## config.mk

```make
export PLATFORM = sky130hd
export DESIGN_NAME = msnp_ram
export DESIGN_NICKNAME = d
export VERILOG_FILES = /design/src/msnp_ram.sv
export SDC_FILE = /design/constraint.sdc
export NUM_CORES = 1
export LEC_CHECK = 0
export ABC_CLOCK_PERIOD_IN_PS = 4500
export BUFFER_PORTS_ARGS = -buffer_cell sky130_fd_sc_hd__buf_4
export CAP_MARGIN = 25
export CORE_UTILIZATION = 25
export CTS_CLUSTER_SIZE = 25
export DETAILED_ROUTE_END_ITERATION = 16
export MAX_ROUTING_LAYER = met4
export SETUP_SLACK_MARGIN = 0.02
export SKIP_CTS_REPAIR_TIMING = 1
export SYNTH_ARGS = -nofsm -noshare
export SYNTH_HDL_FRONTEND = slang
export SYNTH_SLANG_ARGS = --single-unit
```

## constraint.sdc

```tcl
create_clock -name aclk -period 4.5 [get_ports aclk]
set_clock_uncertainty 0.2 [all_clocks]
set_input_delay 0 -clock aclk [delete_from_list [all_inputs] [get_ports aclk]]
set_output_delay 0 -clock aclk [all_outputs]
set_load 0.005 [all_outputs]
```

## src/msnp_ram.sv

```systemverilog
module msnp_ram #(
    parameter int WIDTH = 8,
    parameter int DEPTH = 16,
    parameter int AW    = (DEPTH > 1) ? $clog2(DEPTH) : 1
) (
    input  logic             aclk,
    input  logic             we,
    input  logic [AW-1:0]    waddr,
    input  logic [WIDTH-1:0] wdata,
    input  logic [AW-1:0]    raddr,
    output logic [WIDTH-1:0] rdata
);

    logic [WIDTH-1:0] mem [DEPTH];

    always_ff @(posedge aclk) begin
        if (we) begin
            mem[waddr] <= wdata;
        end
        rdata <= mem[raddr];
    end

endmodule

```

### After elaboration in Yosys (flattened, before gate mapping)

Memories as Yosys holds them, arrays and structs flattened. A register that Yosys moved wholly into a read port is not among the register bits.
Index checks and enable logic that the tools add are counted.
W data, S select, Z words.

* register bits: 0
* RAM bits: 128
* input port bits: 18
* output and inout bits: 8
* logic and storage cells: 3
* memories kept: 1

Memories
* mem: depth 16, width 8, rd ports 1, clocked after memory_dff 1, write ports 1, line 14 `logic [WIDTH-1:0] mem [DEPTH];`

* mux-type cells: 2

Operator list (count)
* $mux W1: 2

### Depth between registers and ports, before layout

* depth in word-level cells: 2
* mapped depth: 5
* depth with buffers taken out: 3

### Worst setup path before layout

OpenSTA, ideal clock, no wires.

* path kind: input -> register
* start: input port waddr[2]
* end: memory mem[0][0] (enable)
* library setup time: 0.383 ns
* arrival: 1.110 ns
* data required time: 3.917 ns
* setup slack: 2.807 ns
* cell stages on the path: 2
* buffers on the path: 0
* cells stage by stage: or3b_2 > nor3_1

RTL lines
* start: declaration: line 8 `input logic [AW-1:0] waddr,`
* end: declaration: line 14

Straight into the memory's write port.

==> results.py <==
metrics = {
    "critical_path": {
        "worstSetupPathType": "primary input to flop",
        "cp_num_buf_inv": 3,
        "critPathArrivalTime_ns": 2.07,
        "crit_chain": "dlygate4sd3_1 -> buf_4 -> nor2_1 -> dlygate4sd3_1 -> a22oi_1 -> nand2_1",
        "slowest_delay_ns": 0.71,
        "cp_top_family": "buffers and inverters",
        "crit_required_ns": 4.65,
        "path_max_fanout": 7,
        "cp-start-kind": "primary input",
        "slowest_stage": "dlygate4sd3_1",
        "cp-end-kind": "flop",
        "worst_path_most_repeated_cell": "dlygate4sd3_1",
    },
    "sta": {
        "tightest_slew_ns": 1.01,
        "hold_viol": 0,
        "fmax_ghz": 0.521,
        "final.period_utilization": 0.426,
        "slew_violations": 0,
        "finalSetupViolCount": 0,
        "min_period_ns": 1.92,
        "final.setup.tns_ns": 0,
        "slew_headroom": 0.327,
        "rsz0062_at_grt": "no",
    },
    "cts": {
        "cts_buffers": 17,
        "insertion_delay_ns": 0.41,
        "cts_root_buffer": "clkbuf_16",
        "htreeDepth": 4,
        "clock_path_buffers": 2,
        "cts_num_sinks": 136,
        "cts_tree": "built",
        "path_clk_slew_ns": 0.06,
    },
    "drt": {
        "drtAntennaViolNets": 0,
        "num_vias": 2472,
        "dr.first_iter.drc_count": 301,
        "drc": 0,
        "wl_per_cell_um": 19.9,
        "viasPerCell": 4.36,
        "dr.pass1.iters": 4,
        "routed_wl_mm": 11.3,
    },
    "global_routing": {
        "grt_pass1_vias": 2591,
        "grt_use_total": 0.113,
        "grt_pass1_wl_mm": 16.3,
        "antenna_found_initial": 0,
        "gr-total-overflow": 0,
        "grt_max_degree": 33,
    },
    "floorplan": {
        "die_w_um": 145,
        "core_area_um2": 20200,
        "rows": 52,
        "start_util": 0.254,
        "io_pins": 26,
        "die_h_um": 145,
        "die_area_um2": 21200,
    },
    "synth": {
        "synth_cell_type_count": 19,
        "netlist_area_um2": 5150,
        "synthesis.instances": 229,
        "yosysWarningCount": 0,
        "avgSynthCellArea_um2": 22.5,
        "ys_seq_elements": 136,
        "synth_nets": 247,
        "synth_seq_area_share": 0.778,
    },
    "placed_design": {
        "port_buffers": 25,
        "dp.final_hpwl_mm": 6.98,
        "gp_congestion": 0.730,
    },
    "layout": {
        "n_antenna_cell": 0,
        "area_growth_syn_to_layout_pct": 22.7,
        "drive_gt1_frac": 0.259,
        "fin_nets": 302,
        "fin_util": 0.312,
    },
    "power": {
        "peakVddDrop_uv": 248,
        "p_leak_nw": 2.08,
        "powerDensity_nw_per_um2": 444,
    },
    "hold_path": {
        "hold_path_class": "primary input to flop",
    },
    "status": {
        "status": "completed",
    },
    "run": {
        "max-cap-violations": 0,
    },
}
## synth_stat cells
library cell     instances  area, µm²
buf_4                    1       7.51
or3b_2                   1       8.76
a22oi_1                 16        120
clkdlybuf4s25_2          3       30.0
buf_2                    3       15.0
dfxtp_1                  8        160
and2_1                   1       6.26
nand3_1                  1       5.00
and2b_1                  1       7.51
nor2_1                  13       48.8
nor2b_1                  1       6.26
nand3b_1                 2       15.0
nor3_1                   4       20.0
mux4_1                  14        368
nand2b_1                 2       12.5
buf_6                    3       33.8
edfxtp_1               128       3840
mux4_2                  18        405
nand2_1                  9       33.8
## routing by layer
layer  global-route usage  wire (µm)
met2                0.165       5350
met1                0.150       4980
met3               0.0345        839
met4               0.0326         93
met5                    -          0
## cell type report
cell class,instances,area (µm²)
Fill cell,1923,13900
Sequential cell,136,4000
Multi-Input combinational cell,83,1060
Clock buffer,28,507
Timing Repair Buffer,46,385
Tap cell,270,338
Clock inverter,4,20.0
## power breakdown
part / switching, mW / internal (mW)
combinational: 0.0784 / 0.0675
clock: 0.471 / 0.759
sequential: 0.0123 / 1.42
total: 0.562 / 2.24
## sequential cells by signal (all words and copies together), names as in the netlist
register  cells
mem         128
rdata         8
## through the flow
stage | instances | hold WS (ns) | instance area [µm²] | power (mW) | setup WS, ns
6_report | 567 | 0.0351 | 6320 | 2.81 | 2.58
5_1_grt | 567 | 0.0475 | 6320 | 2.89 | 2.49
4_1_cts | 548 | -0.305 | 6130 | 2.81 | 2.83
3_5_place_dp | 516 | 0.123 | 5610 | 1.59 | 2.46
3_3_place_gp | 516 | 0.109 | 5610 | 1.59 | 2.48
2_1_floorplan | 229 | -0.101 | 5150 | 1.52 | 2.81
## tightest hold or removal path: cells and delay by family
family / cells / cell delay (ns)
and+or+nand+nor: 2 / 0.33
buffers and inverters: 1 / 0.09
## logic make-up after synthesis
| kind of cell | after synthesis | share of synthesized area |
|---|---|---|
| flops | 136 | 0.778 |
| buf+inv | 10 | 0.0168 |
| mux | 32 | 0.150 |
| simple gates | 35 | 0.0318 |
| compound gates | 16 | 0.0233 |
## worst paths after layout
check,cells after the start,endpoint,slack (ns),from
setup reg to reg,3,rdata[7]$_DFF_P_,2.81,mem[3][7]$_DFFE_PP_
setup / recovery,6,rdata[2]$_DFF_P_,2.58,raddr[2]
hold reg to reg,3,rdata[5]$_DFF_P_,0.48,mem[5][5]$_DFFE_PP_
hold / removal,3,mem[1][7]$_DFFE_PP_,0.04,waddr[3]
## placed cells by master, fill, tap and decap left out, drive strengths merged
master         n
nor2          13
or3b           1
a22oi         16
clkinv         4
nand3b         2
and2b          1
edfxtp       128
clkbuf        29
dlygate4sd3   14
nor2b          1
buf           31
nand2          9
nor3           4
dfxtp          8
mux4          32
nand3          1
and2           1
nand2b         2
No activity file was read; power rests on OpenSTA's default activity.
