[src/msnp_pkg.sv]
package msnp_pkg;

    localparam int GROUP_SLOTS_DEF      = 128;
    localparam int PORT_COUNT_DEF       = 5;
    localparam int MEMBERS_PER_PORT_DEF = 4;

    localparam logic [30:0] EXPIRE_RESET = 31'd26000;

    localparam logic [1:0] OP_JOIN       = 2'd0;
    localparam logic [1:0] OP_LEAVE      = 2'd1;
    localparam logic [1:0] OP_LEAVE_LAST = 2'd2;
    localparam logic [1:0] OP_SWEEP      = 2'd3;

    localparam logic [1:0] ACT_REMOVE = 2'd1;

    localparam logic CFG_ENABLE = 1'b0;
    localparam logic CFG_EXPIRE = 1'b1;

    localparam int KEY_W    = 60;
    localparam int STAMP_W  = 32;
    localparam int MEMBER_W = 50;

    typedef struct packed {
        logic        used;
        logic        entered;
        logic [47:0] host;
    } member_t;

    typedef struct packed {
        logic hit;
        logic free;
    } chain_t;

    function automatic logic reserved_group(input logic [47:0] g);
        logic v4;
        logic v6;
        begin
            v4 = (g[47:40] == 8'h01) && (g[23:8] == 16'h0000) &&
                 ((g[7:0] <= 8'h02) || (g[7:0] == 8'h16) || (g[7:0] >= 8'hFB));
            v6 = (g[47:40] == 8'h33) && (g[31:8] == 24'h000000) &&
                 ((g[7:0] <= 8'h16) || (g[7:0] == 8'hFB));
            return v4 || v6;
        end
    endfunction

endpackage

[src/msnp_cell.sv]
module msnp_cell (
    input  msnp_pkg::member_t cur,
    input  logic [47:0]       host_mac,
    input  logic              is_join,
    input  msnp_pkg::chain_t  chain_in,
    output msnp_pkg::chain_t  chain_out,
    output msnp_pkg::member_t nxt,
    output logic              entered_before,
    output logic              entered_after
);

    logic hit_here;
    logic free_here;

    always_comb begin
        hit_here  = cur.used && (cur.host == host_mac) && !chain_in.hit;
        free_here = !cur.used && !chain_in.free;
        chain_out.hit  = chain_in.hit | hit_here;
        chain_out.free = chain_in.free | free_here;
        nxt = cur;
        if (free_here) begin
            nxt.used    = 1'b1;
            nxt.entered = is_join;
            nxt.host    = host_mac;
        end else if (hit_here) begin
            nxt.entered = is_join;
        end
        entered_before = cur.used && cur.entered;
        entered_after  = nxt.used && nxt.entered;
    end

endmodule

[src/msnp_chain.sv]
module msnp_chain #(
    parameter int MEMBERS = 4
) (
    input  logic [MEMBERS*msnp_pkg::MEMBER_W-1:0] row_in,
    input  logic [47:0]                           host_mac,
    input  logic                                  is_join,
    output logic [MEMBERS*msnp_pkg::MEMBER_W-1:0] row_out,
    output logic                                  any_before,
    output logic                                  any_after
);

    msnp_pkg::member_t [MEMBERS-1:0] cur;
    msnp_pkg::member_t [MEMBERS-1:0] nxt;
    msnp_pkg::chain_t  [MEMBERS:0]   hit_c;
    msnp_pkg::chain_t  [MEMBERS:0]   free_c;
    msnp_pkg::chain_t  [MEMBERS-1:0] unused_c;
    logic [MEMBERS-1:0] eb;
    logic [MEMBERS-1:0] ea;
    logic [MEMBERS-1:0] hb;

    assign cur = row_in;
    assign hit_c[0] = '{hit: 1'b0, free: 1'b1};

    genvar i;
    generate
        for (i = 0; i < MEMBERS; i++) begin : g_hit
            assign hb[i] = cur[i].used && (cur[i].host == host_mac) && !hit_c[i].hit;
            assign hit_c[i+1] = '{hit: hit_c[i].hit | hb[i], free: 1'b1};
        end
    endgenerate

    assign free_c[0] = '{hit: 1'b0, free: hit_c[MEMBERS].hit | !is_join};

    generate
        for (i = 0; i < MEMBERS; i++) begin : g_cell
            msnp_cell u_cell (
                .cur            (cur[i]),
                .host_mac       (host_mac),
                .is_join        (is_join),
                .chain_in       (free_c[i]),
                .chain_out      (unused_c[i]),
                .nxt            (nxt[i]),
                .entered_before (eb[i]),
                .entered_after  (ea[i])
            );
            assign free_c[i+1] = '{hit: unused_c[i].hit, free: unused_c[i].free};
        end
    endgenerate

    assign row_out    = nxt;
    assign any_before = |eb;
    assign any_after  = |ea;

endmodule

[config.mk]
export PLATFORM = sky130hd
export DESIGN_NAME = msnp_chain
export DESIGN_NICKNAME = d
export VERILOG_FILES = /design/src/msnp_pkg.sv /design/src/msnp_cell.sv /design/src/msnp_chain.sv
export SDC_FILE = /design/constraint.sdc
export NUM_CORES = 1
export LEC_CHECK = 0
export ABC_AREA = 1
export BUFFER_PORTS_ARGS = -buffer_cell sky130_fd_sc_hd__buf_2
export CORE_AREA = 2 2 174 176
export DETAILED_ROUTE_END_ITERATION = 8
export DIE_AREA = 0 0 176 178
export PLACE_DENSITY_LB_ADDON = 0.15
export SYNTH_ARGS = -nofsm -noshare
export SYNTH_HDL_FRONTEND = slang
export SYNTH_SLANG_ARGS = --single-unit
[constraint.sdc]
create_clock -name vclk -period 1.85
set_input_delay 0.185 -clock vclk [all_inputs]
set_output_delay 0.185 -clock vclk [all_outputs]
set_load 0.05 [all_outputs]
## Yosys cells after proc, flatten, opt, wreduce, memory -nomap -nowiden

Index checks and enable logic that the tools add are counted.

- Register bits after elaboration: 0
- Input bits: 249
- Output and inout bits: 202
- Word-level logic and storage cells: 60

- Equality and inequality tests: 4
- Multiplexer cells: 16
- Bitwise operators: 7
- Reductions and logical operators: 33

Operator list:

| kind | number |
|---|---|
| 48-bit equality test | 4 |
| 48-bit two-way mux | 4 |
| 1-bit logical AND | 19 |
| 1-bit logical NOT | 12 |
| 1-bit two-way mux | 12 |
| 4-bit OR reduction | 2 |
| 1-bit bitwise OR | 7 |

## Longest topological paths before layout

- Word-level depth: 26
- Depth in mapped cells: 19
- Mapped depth without buffers: 18

## Hierarchy

From an unflattened synthesis, not the netlist that was laid out.

- Cells, all modules: 2175
- Area total of the unflattened synthesis: 9201.3 um^2

Modules (own cells, without submodules):

| module | times used | cells an instance | area an instance (um^2) | seq. area each (um^2) |
|---|---|---|---|---|
| msnp_cell | 4 | 364 | 1524.0 | 0.0 |
| msnp_chain | 1 | 719 | 3105.5 | 0.0 |

## Worst setup path after synthesis

Ideal clock, no wire load.

- Path type: input-to-output
- Start: input port host_mac[14]
- End: output port any_after
- Arrival: 2.901 ns
- Required time: 1.665 ns
- Slack: -1.236 ns
- Stages on the path: 16
- Cell sequence: buf_2 > inv_1 > nand2_1 > nand2_1 > nor2_1 > nand2_1 > nor2_1 > nand2_1 > nor2_1 > nand2_1 > nand3_2 > nor3_4 > nand2_1 > o21ai_0 > nand2_1 > nand2_1

- Longest elaborated chain between the ends: 26

Ends and longest elaborated chain:

| element | RTL line | text |
|---|---|---|
| start: declaration | msnp_chain.sv:5 | `input logic [47:0] host_mac,` |
| 48-bit equality test | msnp_chain.sv:27 | `assign hb[i] = cur[i].used && (cur[i].host == host_mac) && !hit_c[i].hit;` |
| 1-bit logical AND | msnp_chain.sv:27 |  |
| 1-bit logical NOT | msnp_chain.sv:27 |  |
| 1-bit logical AND | msnp_chain.sv:27 |  |
| 1-bit bitwise OR | msnp_chain.sv:28 | `assign hit_c[i+1] = '{hit: hit_c[i].hit \| hb[i], free: 1'b1};` |
| 1-bit logical NOT | msnp_chain.sv:27 |  |
| 1-bit logical AND | msnp_chain.sv:27 |  |
| 1-bit bitwise OR | msnp_chain.sv:28 |  |
| (+11 left out) | -- |  |
| 1-bit logical AND | msnp_cell.sv:17 | `free_here = !cur.used && !chain_in.free;` |
| 1-bit bitwise OR (*) | msnp_cell.sv:19 | `chain_out.free = chain_in.free \| free_here;` |
| 1-bit logical NOT (*) | msnp_cell.sv:17 |  |
| 1-bit logical AND (*) | msnp_cell.sv:17 |  |
| 1-bit two-way mux (*) | msnp_cell.sv:21 | `if (free_here) begin` |
| net row_out, one bit | msnp_chain.sv:7 | `output logic [MEMBERS*msnp_pkg::MEMBER_W-1:0] row_out,` |
| 1-bit logical AND (*) | msnp_cell.sv:29 | `entered_after = nxt.used && nxt.entered;` |
| 4-bit OR reduction (*) | msnp_chain.sv:52 | `assign any_after = \|ea;` |
| end: declaration | msnp_chain.sv:9 | `output logic any_after` |

Mark *: on every way through the listed nets, which the timed path passes. The rest lies on a longest branch.

## Worst setup path after layout

- Start: input port host_mac[23]
- End: output port row_out[183] (netlist name)

- Longest elaborated chain between the ends: 24

Ends and longest elaborated chain:

| element | RTL line |
|---|---|
| 48-bit equality test | msnp_chain.sv:27 |
| 1-bit logical AND | msnp_chain.sv:27 |
| 1-bit logical NOT | msnp_chain.sv:27 |
| 1-bit logical AND | msnp_chain.sv:27 |
| 1-bit bitwise OR | msnp_chain.sv:28 |
| 1-bit logical NOT | msnp_chain.sv:27 |
| 1-bit logical AND | msnp_chain.sv:27 |
| 1-bit bitwise OR | msnp_chain.sv:28 |
| (+8 left out) | -- |
| 1-bit logical AND | msnp_cell.sv:17 |
| 1-bit bitwise OR (*) | msnp_cell.sv:19 |
| 1-bit logical NOT | msnp_cell.sv:17 |
| 1-bit logical AND | msnp_cell.sv:17 |
| 1-bit bitwise OR (*) | msnp_cell.sv:19 |
| 1-bit logical NOT (*) | msnp_cell.sv:17 |
| 1-bit logical AND (*) | msnp_cell.sv:17 |
| 48-bit two-way mux (*) | msnp_cell.sv:21 |
| end: declaration | msnp_chain.sv:7 |

Mark *: on every way between the ends. The rest lies on a longest branch, timed or not.

==> qor.yml <==
cp_data_arrival_time_ns: 2.48
synth-xor-area-share_pct: 4.73
routedWlPerCell_um: 20.4
dieArea_um2: 31300
maxSlewViolCount: 0
drv_cap: 0
crit_path_max_incr_delay_ns: 0.17
hold_viol_final: 0
die-height_um: 178
powerDensity_nw_per_um2: 315
hpwl_um: 41900
crit_buf_inv: 8
intPower_w: 0.00239
yosysSeqAreaShare_pct: 0
grt_overflow_total: 0
synthMuxAreaShare_pct: 0.544
fin_ws_ns: -0.813
die_w_um: 176
setup_viol: 201
via_per_inst: 4.59
netlist.area_leader.share_pct: 40.9
nets: 2383
port_buffers: 451
syn-num-nets: 1547
dp.cells: 2443
synth_top_family_by_area: "simple AND/OR/NAND/NOR gates"
ant_nets: 0
synth_cell_types: 34
synthAdderAreaFrac_pct: 0
p_sw_share_pct: 57.8
fillers: 2653
fin_setup_tns_ns: -140.82
multi_input_area_um2: 8020
finalPower_w: 0.00568
drt-initial-drc-count: 607
grt_max_degree: 18
crit_path_frequent_cell: "nand2_2"
drive_gt1_share_pct: 65.7
dr.pass1.iters: 6
routed_wl_um: 51500
synth_area_leaders: "nand2_1, o21ai_0, inv_1, nor2_1, o21ai_1"
syn_inst: 1298
seq_cell_count: 0
power_frac_comb_pct: 100.0
syn2layout_area_growth_pct: 214
crit_type: "in -> out"
clock_power_share_pct: 0
fmax_mhz: 376
maxSlewHeadroom_pct: 74.0
route.detailed.drc: 0
instances_no_fill: 2530
grt_pass1_wl_um: 71700
seqPwrFrac_pct: 0
grt_antenna_before_repair: 10
coreArea_um2: 29400
crit_chain: "buf_8 -> clkinvlp_4 -> buf_4 -> nand2_2 -> nand2_2 -> nor2_1 -> nand2_1 -> nor2_1 -> nand2_2 -> nor2_4 -> nand2_2 -> nand3_4 -> nor3_4 -> buf_6 -> nand4_4 -> buf_12 -> buf_12 -> buf_8 -> nand2_1 -> o21ai_4 -> buf_12"
startpoint_type: "input port"
irDropWorstVdd_v: 0.000206
grt_pass1_vias: 11600
crit_slowest_cell: "buf_4"
worstMarginPinSlew_ns: 0.389
rsz0062_at_grt: "yes"
start_util_pct: 19.5
post-route-min-period_ns: 2.66
hp-class: "in -> out"
yosysWarnings: 0
final_cell_area_um2: 18000
grt_usage_pct: 31.0
clock_buffers: 0
violations: "setup timing"
cp-end-kind: "primary output"
dpl_cell_area_um2: 14000
syn_area_per_cell_um2: 4.43
cp_top_family: "simple AND/OR/NAND/NOR gates"
hold_ws_ns: 0.733
path_max_fanout: 6
power.net_switching_w: 0.00329
synth_compound_area_share_pct: 23.1
yosys.area_share.simple_pct: 53.2
leakage_nw: 9.35
fin_crit_sh_pct: 144
seq_area_um2: 0
io_pins: 451
vias: 11600
rows: 63
outcome: "complete, but fails checks"
synth_area_um2: 5750
cp_data_required_time_ns: 1.66
routabilityCongestion: 0.915
yosysTopAreaCell: "nand2_1"
==> area by class of cell <==
class              count  share of cell area [%]
repair buffers       890                    47.9
multi-input cells   1055                    44.5
inverters            187                    4.81
well taps            390                    2.71
diodes                 8                   0.111
==> metrics by stage <==
step | util [%] | setup WS, ns
2_1_floorplan | - | -0.528
3_3_place_gp | 47.4 | -1.09
3_5_place_dp | 47.4 | -1.12
4_1_cts | 58.8 | -0.825
5_1_grt | 61.3 | -0.977
6_report | 61.3 | -0.813
==> placed cells by master (no fill, tap or decap), drive strengths merged <==
cell        n
buf       882
nand2     629
o21ai     235
inv       174
nor2      114
xnor2      20
nand3      13
clkinvlp   12
xor2       11
nand4       9
diode       8
clkbuf      8
a21oi       6
or2         4
nor3b       3
nor3        3
nand3b      2
mux2i       2
o22ai       1
and3        1
mux2        1
clkinv      1
o2111ai     1
==> kinds of logic after synthesis <==
logic type / count (synthesis)
AND/OR/NAND/NOR: 778
AO/OA/AOI/OAI: 243
multiplexers: 3
buffers and inverters: 243
XOR/XNOR: 31
==> power groups by stage <==
stage | registers, W | logic [W] | clock network, W
detailed placement | 0 | 0.00463 | 0
global placement | 0 | 0.00461 | 0
floorplan | 0 | 0.00270 | 0
CTS | 0 | 0.00549 | 0
global route | 0 | 0.00593 | 0.000000000434
finish | 0 | 0.00568 | 0.000000000578
==> tightest hold or removal path, cell delays in order <==
cell	delay, ns
buf_2	0.09
nand2_1	0.06
o21ai_2	0.06
buf_6	0.15
==> worst paths after layout <==
check	startpoint	end	slack, ns	depth (start not counted)
worst max-delay path	host_mac[23]	row_out[183]	-0.81	21
worst min-delay path	row_in[155]	row_out[155]	0.73	4
==> layer usage <==
layer	wire (µm)	track usage [%]
met5	13	0
met1	20900	37.7
met2	24800	54.7
met3	3310	5.16
met4	2490	12.2
==> repair_timing <==
action	in CTS	in global routing
cloned	13	3
setup endpoints to repair	201	201
hold buffers	0	0
pin swaps	69	60
buffers inserted	66	14
gates resized for setup	737	180
==> synthesized netlist by cell type, drive strengths merged, types with 2 or more instances <==
cell type / instances
a21oi: 6
buf: 41
clkbuf: 15
inv: 187
mux2i: 2
nand2: 629
nand3: 13
nand3b: 2
nand4: 9
nor2: 114
nor3: 3
nor3b: 3
o21ai: 235
or2: 4
xnor2: 20
xor2: 11
Note: power is estimated with default switching activity, not from simulation.
